<file path="src/rtl/core/mstsb_pkg.sv">
// Shared types and constants for the second-best spanning tree block.
package mstsb_pkg;

  localparam int NODE_W = 7;
  localparam int WIN_W  = 16;
  localparam int COST_W = 23;
  localparam logic [COST_W-1:0] COST_MAX = {COST_W{1'b1}};

  typedef struct packed {
    logic [NODE_W-1:0] node_a;
    logic [NODE_W-1:0] node_b;
    logic [WIN_W-1:0]  edge_weight;
    logic              last_edge;
  } in_t;

  typedef struct packed {
    logic [COST_W-1:0] tree_cost;
    logic [COST_W-1:0] second_cost;
    logic              second_found;
  } out_t;

  // union-find unit commands
  typedef enum logic [1:0] {
    UF_INIT,
    UF_FIND,
    UF_UNION
  } uf_op_t;

  typedef struct packed {
    logic   valid;
    uf_op_t op;
  } uf_ctl_t;

endpackage

</file>
<file path="src/rtl/core/mstsb_uf.sv">
// Union-find unit: parent memory, set init sweep, find with path compression, union.
module mstsb_uf import mstsb_pkg::*; #(
  parameter int MAX_NODES = 128
) (
  input  logic                         clk,
  input  logic                         rst_n,
  input  uf_ctl_t                      ctl,
  input  logic [$clog2(MAX_NODES)-1:0] node_x,
  input  logic [$clog2(MAX_NODES)-1:0] node_y,
  output logic                         done,
  output logic [$clog2(MAX_NODES)-1:0] root
);

  localparam int NW = $clog2(MAX_NODES);

  typedef enum logic [2:0] {
    U_IDLE,
    U_INIT,
    U_FRD,
    U_FCHK,
    U_CRD,
    U_CCHK
  } ustate_t;

  ustate_t       state_r;
  logic          done_r;
  logic [NW-1:0] cnt_r;
  logic [NW-1:0] xs_r;
  logic [NW-1:0] r_r;

  logic [NW-1:0] parent_mem [MAX_NODES];
  logic [NW-1:0] rd_q;
  logic          we;
  logic [NW-1:0] wa;
  logic [NW-1:0] wd;
  logic [NW-1:0] ra;

  always_comb begin
    we = 1'b0;
    wa = cnt_r;
    wd = cnt_r;
    ra = (state_r == U_CRD) ? xs_r : r_r;
    unique case (state_r)
      U_IDLE: begin
        if (ctl.valid && ctl.op == UF_UNION) begin
          we = 1'b1;
          wa = node_x;
          wd = node_y;
        end
      end
      U_INIT: we = 1'b1;
      U_CCHK: begin
        if (rd_q != r_r) begin
          we = 1'b1;
          wa = xs_r;
          wd = r_r;
        end
      end
      default: ;
    endcase
  end

  always_ff @(posedge clk) begin
    if (we) parent_mem[wa] <= wd;
    rd_q <= parent_mem[ra];
  end

  always_ff @(posedge clk) begin
    if (!rst_n) begin
      state_r <= U_IDLE;
      done_r  <= 1'b0;
      cnt_r   <= '0;
      xs_r    <= '0;
      r_r     <= '0;
    end else begin
      done_r <= 1'b0;
      unique case (state_r)
        U_IDLE: begin
          if (ctl.valid) begin
            unique case (ctl.op)
              UF_INIT: begin
                cnt_r   <= '0;
                state_r <= U_INIT;
              end
              UF_FIND: begin
                xs_r    <= node_x;
                r_r     <= node_x;
                state_r <= U_FRD;
              end
              UF_UNION: done_r <= 1'b1;
              default:  done_r <= 1'b1;
            endcase
          end
        end
        U_INIT: begin
          cnt_r <= cnt_r + 1'b1;
          if (cnt_r == NW'(MAX_NODES - 1)) begin
            done_r  <= 1'b1;
            state_r <= U_IDLE;
          end
        end
        U_FRD: state_r <= U_FCHK;
        U_FCHK: begin
          if (rd_q == r_r) begin
            state_r <= U_CRD;
          end else begin
            r_r     <= rd_q;
            state_r <= U_FRD;
          end
        end
        U_CRD: state_r <= U_CCHK;
        U_CCHK: begin
          if (rd_q == r_r) begin
            done_r  <= 1'b1;
            state_r <= U_IDLE;
          end else begin
            xs_r    <= rd_q;
            state_r <= U_CRD;
          end
        end
        default: state_r <= U_IDLE;
      endcase
    end
  end

  assign done = done_r;
  assign root = r_r;

endmodule

</file>
<file path="config.mk">
export PLATFORM = sky130hd
export DESIGN_NAME = mstsb_uf
export DESIGN_NICKNAME = d
export VERILOG_FILES = /design/src/rtl/core/mstsb_pkg.sv /design/src/rtl/core/mstsb_uf.sv
export SDC_FILE = /design/constraint.sdc
export NUM_CORES = 1
export LEC_CHECK = 0
export BUFFER_PORTS_ARGS = -buffer_cell sky130_fd_sc_hd__clkbuf_2
export CAP_MARGIN = 20
export CORE_ASPECT_RATIO = 0.7
export CORE_MARGIN = 5
export CORE_UTILIZATION = 51
export CTS_CLUSTER_DIAMETER = 200
export CTS_CLUSTER_SIZE = 28
export DETAILED_ROUTE_END_ITERATION = 7
export PLACE_DENSITY = 0.71
export SYNTH_ARGS = -nofsm -noshare
export SYNTH_HDL_FRONTEND = slang
export SYNTH_SLANG_ARGS = --single-unit
</file>
<file path="constraint.sdc">
create_clock -name clk -period 5.6 [get_ports clk]
set_input_delay 1.4 -clock clk [delete_from_list [all_inputs] [get_ports clk]]
set_output_delay 1.4 -clock clk [all_outputs]
set_load 0.05 [all_outputs]
</file>
== Word level (Yosys, flattened, before mapping) ==
Memories as Yosys holds them, arrays and structs flattened. A register that Yosys moved wholly into a read port is not among the register bits.
Index checks and enable logic that the tools add are counted.
Cells by class
  add/subtract/negate cells: 1
  equality and inequality tests: 17
  multiplexer cells: 31
  reductions and logical operators: 11
Operators by type and width (count)
  $mux 7: 10
  $pmux 7 s2: 5
  $pmux 3 s6: 1
  $mux 3: 4
  $mux 1: 8
  $ne 2x2->1 const B: 4
  $reduce_and 4->1: 2
  $add 7x1->7 const B: 1
  $eq 7x7->1: 1
  $eq 7x7->1 const B: 1
  $ne 7x7->1: 1
  $eq 3x2->1 const B: 2
  $eq 3x3->1 const B: 2
  $pmux 1 s3: 2
  $pmux 3 s2: 1
  $reduce_and 3->1: 2
  $reduce_bool 2->1: 3
  $ne 2x1->1 const B: 2
  $eq 3x1->1 const B: 1
  $logic_not 3->1: 1
  $ne 3x1->1 const B: 1
  $eq 2x1->1 const B: 1
  $eq 2x2->1 const B: 1
  $logic_not 2->1: 1
  other kinds (2): 2
Word-level totals
  flip-flop bits (word level): 25
  memory bits (writable): 896
  input port bits: 19
  output and inout port bits: 8
  memories: 1
Memories
  parent_mem: depth 128, bits a word 7, rd ports 1, clocked after memory_dff 1, wr ports 1, line mstsb_uf.sv:31  | logic [NW-1:0] parent_mem [MAX_NODES];

== Depth between registers and ports, before layout ==
  depth after elaboration: 6
  depth in mapped cells: 13

== Least setup slack after synthesis ==
OpenSTA, ideal clock, no wires.
  path type: input to register
  from: input port ctl[1] in the netlist's numbering
  to: memory parent_mem[0][5] in the netlist's numbering (data pin)
  setup time: 0.532 ns
  data arrival time: 3.996 ns
  required time: 5.068 ns
  slack: 1.071 ns
  stages on the path: 5
  path buffers: 2
  cells stage by stage: nand2_1 nor3_2 clkbuf_1 clkbuf_1 a221o_1
On the way
  longest elaborated chain between the ends: 4
Ends and longest elaborated chain
  start: declaration: line mstsb_uf.sv:7  | input uf_ctl_t ctl,
  $eq 2x2->1: line mstsb_uf.sv:45  | if (ctl.valid && ctl.op == UF_UNION) begin
  $logic_and 1x1->1: line mstsb_uf.sv:45
  $mux 7: line mstsb_uf.sv:45
  $pmux 7 s2: line mstsb_uf.sv:43  | unique case (state_r)
  net wd[5]: line mstsb_uf.sv:35  | logic [NW-1:0] wd;
  end: declaration: line mstsb_uf.sv:31
The timed path passes the listed nets, and every way through them passes these cells.

== Worst setup path in the final report ==
  from: register state_r[2]
  to: register rd_q[2] (read register of parent_mem)
On the way
  longest elaborated chain between the ends: 2
Ends and longest elaborated chain
  start: declaration: line mstsb_uf.sv:25  | ustate_t state_r;
  start signal: assignment: line mstsb_uf.sv:70  | state_r <= U_IDLE;
  start signal: assignment: line mstsb_uf.sv:83  | state_r <= U_INIT;
  start signal: assignment: line mstsb_uf.sv:88  | state_r <= U_FRD;
  $eq 3x3->1: line mstsb_uf.sv:42  | ra = (state_r == U_CRD) ? xs_r : r_r;
  $mux 7: line mstsb_uf.sv:42
  end: declaration: line mstsb_uf.sv:32  | logic [NW-1:0] rd_q;
Every way passes these cells.
A chain may end at the register's enable or synchronous reset.

==> PnR_summary.wiki <==
{| class="wikitable"
! Metric !! Value
|-
| Post-synth ARST share || 0%
|-
| Worst Hold Class || reg -> reg
|-
| Number of hold buffers added after cts || 0
|-
| FILL cells || 5825
|-
| Leading cell types by total area after synthesis || sky130_fd_sc_hd__edfxtp_1 71%, sky130_fd_sc_hd__mux2i_1 5.3%, sky130_fd_sc_hd__nand2_1 4.6%, sky130_fd_sc_hd__a211oi_1 2.2%, sky130_fd_sc_hd__nor2_1 2.0%
|-
| Hold EP || xs_r[1]
|-
| Final-report setup violation count || 0
|-
| Aggregate global-route resource usage || 26.52%
|-
| Start point of the worst hold path || xs_r[1]
|-
| Maximum number of pins on one net before global-route repair || 95
|-
| Combinational share of power || 12.6%
|-
| P&R area growth vs syn || 7.617%
|-
| Clock buffer count from CTS || 39
|-
| Cell accounting for the most synthesized area || sky130_fd_sc_hd__edfxtp_1
|-
| Number of register bits inferred by synthesis || 928
|-
| Via/cell ratio || around 6.6
|-
| Die Y || 238.8 um
|-
| DRC viols || 0
|-
| Per-instance average area after synthesis || 14.02 um^2
|-
| Worst r2r src || state_r[2]
|-
| First-pass GRT wire length || 157.7 mm
|-
| Max frequency || 209.8 MHz
|-
| Share of the synthesized area in the top cell type || 70.57%
|-
| Leak pwr || 13.53 nW
|-
| Synthesized-area fraction occupied by ao, oa, aoi and oai cells || 9.113%
|-
| Sort of element at the start of the critical path || register
|-
| Final antenna-violating net count || 0
|-
| Crit-path max FO || 37
|-
| Cell internal pwr || 0.009468 W
|-
| Worst slew slack as a fraction of its limit || 28.77%
|-
| Final routed wirelength across all metal layers || 108.8 mm
|-
| Mapped Area || between 30000 and 40000 um^2
|-
| PortBufs || 26
|-
| Clock network fraction of design power || 26.7%
|-
| Outcome || complete, no violations
|-
| Worst flop-to-flop path endpoint || rd_q[2]
|-
| Least-Margin Pin Slew || between 1 and 1.5 ns
|-
| Post-CTS setup buffers || 0
|-
| Most repeated library cell on the critical path || sky130_fd_sc_hd__a2111oi_0
|-
| Die W || 336.8 um
|-
| Adder-cell share of the synthesized area || 0.03282%
|-
| Number of global-route vias before repair || 22900
|-
| Slowest stage cell on the critical path || sky130_fd_sc_hd__a21oi_4
|-
| Antenna diodes || 0
|-
| Clock tree root buffer cell || sky130_fd_sc_hd__clkbuf_16
|-
| Net count of the mapped netlist || 2740
|-
| Dominant delay contributor by cell family on the critical path || compound AO/OA/AOI/OAI gates
|-
| Arrival time of the worst setup path || 5.34 ns
|-
| Critical Path RT || 6.17 ns
|-
| Worst slack on hold paths || 0.5542 ns
|-
| Xor/xnor share of the synthesized area || less than 1%
|-
| Net switching power || 0.003331 W
|-
| Average wire per standard cell || between 20 and 30 um
|-
| Part of the Yosys area used for sequential elements || 72.25%
|-
| Delay contributed by the slowest stage of the critical path || approximately 0.8 ns
|-
| Fraction of layout instances using a drive strength above 1 || 8.696%
|-
| Fraction of the mapped netlist area in simple logic gates || 9.595%
|-
| Std-Cell Rows || 83
|-
| FF-to-FF path depth || 8
|-
| Detailed Routing Iterations Pass 1 || 6
|-
| Dominant register cell in the synthesized netlist || sky130_fd_sc_hd__edfxtp_1
|-
| Endpoint kind of the worst setup timing path || register
|-
| Sequential share of power || 60.8%
|-
| Setup TNS after final layout || 0 ns
|-
| Number of vias in the routed layout || roughly 25000
|-
| Number of buffers between clock root and the deepest sink || 3
|-
| Power density over cell area || between 300 and 400 nW/um^2
|-
| Top Ports || 27
|-
| GRT Max-Usage Layer || met1
|-
| GR Layer Usage met2 || between 30% and 40%
|-
| Full die area || 80420 um^2
|-
| R2R Setup Slk || 0.83 ns
|-
| Worst clock skew on the final layout || 0.03371 ns
|-
| Total half-perimeter wirelength after legalization and detailed placement || 71.27 mm
|-
| Combinational family with the most area after synthesis || simple AND/OR/NAND/NOR gates
|-
| Synthesis Warnings || 0
|-
| Proportion of synthesized area in mux cells || 6.078%
|-
| Count of distinct cell types in the synthesized netlist || 63
|-
| First-iteration detailed-routing DRC count || 4442
|-
| Clock tree from TritonCTS || done
|-
| Initial antenna violation count || 1
|-
| Hold-critical path depth || 2
|-
| Number of synthesized flops with an enable pin || 896
|-
| Clock latency on the worst-skew pair || 0.64 ns
|-
| Switching power share of the total || 26.03%
|-
| Final count of hold timing violations || 0
|-
| Most instantiated library cell after synthesis || sky130_fd_sc_hd__edfxtp_1
|-
| Buf/Inv on CP || 1
|-
| Clock slew seen by the registers of the worst setup and hold paths || roughly 0.12 ns
|-
| Final count of pins violating max slew || 0
|-
| Gpl congestion || 0.9644
|-
| Unrepaired setup endpoints after global routing || no
|-
| Floorplan core area || 73730 um^2
|-
| Ratio of final minimum period to clock period || 85.10%
|-
| CTS H-tree lvls || 2
|-
| Post-synthesis cell count || 2720
|-
| Met1 track utilization from global routing || roughly two fifths
|-
| Critical Path, Cell by Cell || or3b_4 > a21oi_4 > nand2_1 > buf_4 > o221ai_1 > a2111oi_0 > a2111oi_0 > and4_1
|-
| Effective utilization at floorplan || between 50% and 60%
|-
| Launch point of the critical path || state_r[2]
|-
| Synth cell count leaders || 896 x sky130_fd_sc_hd__edfxtp_1, 466 x sky130_fd_sc_hd__nand2_1, 202 x sky130_fd_sc_hd__mux2i_1, 202 x sky130_fd_sc_hd__nor2_1, 110 x sky130_fd_sc_hd__a211oi_1
|-
| Shortest period the worst path allows || around 4.8 ns
|-
| Number of nets in the finished design || ~2800
|-
| # Max-Cap Violations || 0
|-
| Max rail drop VDD || 0.0002072 V
|-
| Type of the worst setup path || reg -> reg
|-
| Grt total ovfl || 0
|-
| Met3 GRT Util || a little under a tenth
|-
| Clock sinks || between 900 and 1000
|-
| Post-cts sizing count || 0
|}
[cell families (layout without fill, tap and decap cells)]
family,Yosys count,after routing
AND/OR/NAND/NOR,855,855
flip-flops,928,928
XOR/XNOR,11,11
multiplexers,228,228
AO/OA/AOI/OAI,463,463
buffers and inverters,234,274
adder cells (fa/ha/maj),1,1
[per-layer routing]
layer	up-vias	wire length (um)	part of all wire, %
met5	-	13	0.012
met4	2	2330	2.1
met3	171	17600	16
met2	1916	44650	41
met1	12249	44250	41
li1	10405	-	-
[placed cells by master, fill, tap and decap left out, types with 30 or more instances in the layout]
master                      Yosys  final
sky130_fd_sc_hd__o221ai_1      34     34
sky130_fd_sc_hd__a32oi_1       40     40
sky130_fd_sc_hd__nor2_1       202    202
sky130_fd_sc_hd__edfxtp_1     896    896
sky130_fd_sc_hd__a311oi_1      56     56
sky130_fd_sc_hd__a21oi_1       59     58
sky130_fd_sc_hd__nand3_1       59     59
sky130_fd_sc_hd__inv_1         65     65
sky130_fd_sc_hd__dfxtp_1       32     30
sky130_fd_sc_hd__buf_4          6    105
sky130_fd_sc_hd__nand2_1      466    466
sky130_fd_sc_hd__mux2i_1      202    201
sky130_fd_sc_hd__clkbuf_16      0     39
sky130_fd_sc_hd__a211oi_1     110    110
[worst max-delay path by stage]
stage	to	slack, ns	cells after the start
5_1_grt	rd_q[2]	0.74	8
4_1_cts	rd_q[2]	1.01	8
3_3_place_gp	parent_mem[80][4]	0.91	7
6_report	rd_q[2]	0.83	8
3_5_place_dp	parent_mem[80][0]	0.89	8
2_1_floorplan	parent_mem[0][5]	1.07	5
[worst register-to-register path, cell delays in order (launching register included)]
cell and delay [ns]:
sky130_fd_sc_hd__dfxtp_1 0.70, sky130_fd_sc_hd__or3b_4 0.70, sky130_fd_sc_hd__a21oi_4 0.83, sky130_fd_sc_hd__nand2_1 0.55, sky130_fd_sc_hd__buf_4 0.35, sky130_fd_sc_hd__o221ai_1 0.53, sky130_fd_sc_hd__a2111oi_0 0.21, sky130_fd_sc_hd__a2111oi_0 0.57
sky130_fd_sc_hd__and4_1 0.28
[stage by stage]
step                      worst slack, ns  instance area [um^2]  utilization [%]  total power [W]  cells
final                              0.8342                 41030            55.65          0.01280   3737
after global routing               0.7370                 41030            55.65          0.01317   3737
after CTS                           1.014                 41030            55.65          0.01276   3737
after detailed placement           0.8917                 39920            54.14         0.009478   3673
after global placement             0.9135                 39920            54.14         0.009448   3672
after floorplan                     1.071                 38130                -         0.008845   2720
[area by class of cell]
class,count,area [um^2],area share [%]
tap,977,1222,2.979
clock buffer,60,1055,2.571
timing repair buffer,145,1184,2.885
sequential,928,27550,67.14
clock inverter,4,56.30,0.1372
inverter,65,244.0,0.5946
multi-input combinational,1558,9722,23.69
[sequential cells by signal, summed over array words and instances, names as in the netlist]
signal	count
root	7
done	1
parent_mem	896
cnt_r	7
xs_r	7
state_r	3
rd_q	7
[power by group through the flow]
stage / Clock [W] / Sequential [W] / Combinational (W)
final: 0.00341 / 0.00778 / 0.00161
after global routing: 0.00371 / 0.00778 / 0.00168
after CTS: 0.00343 / 0.00777 / 0.00156
after detailed placement: 0 / 0.00793 / 0.00155
after global placement: 0 / 0.00792 / 0.00153
after floorplan: 0 / 0.00788 / 0.000962
Power figures use the tool's default switching activity.
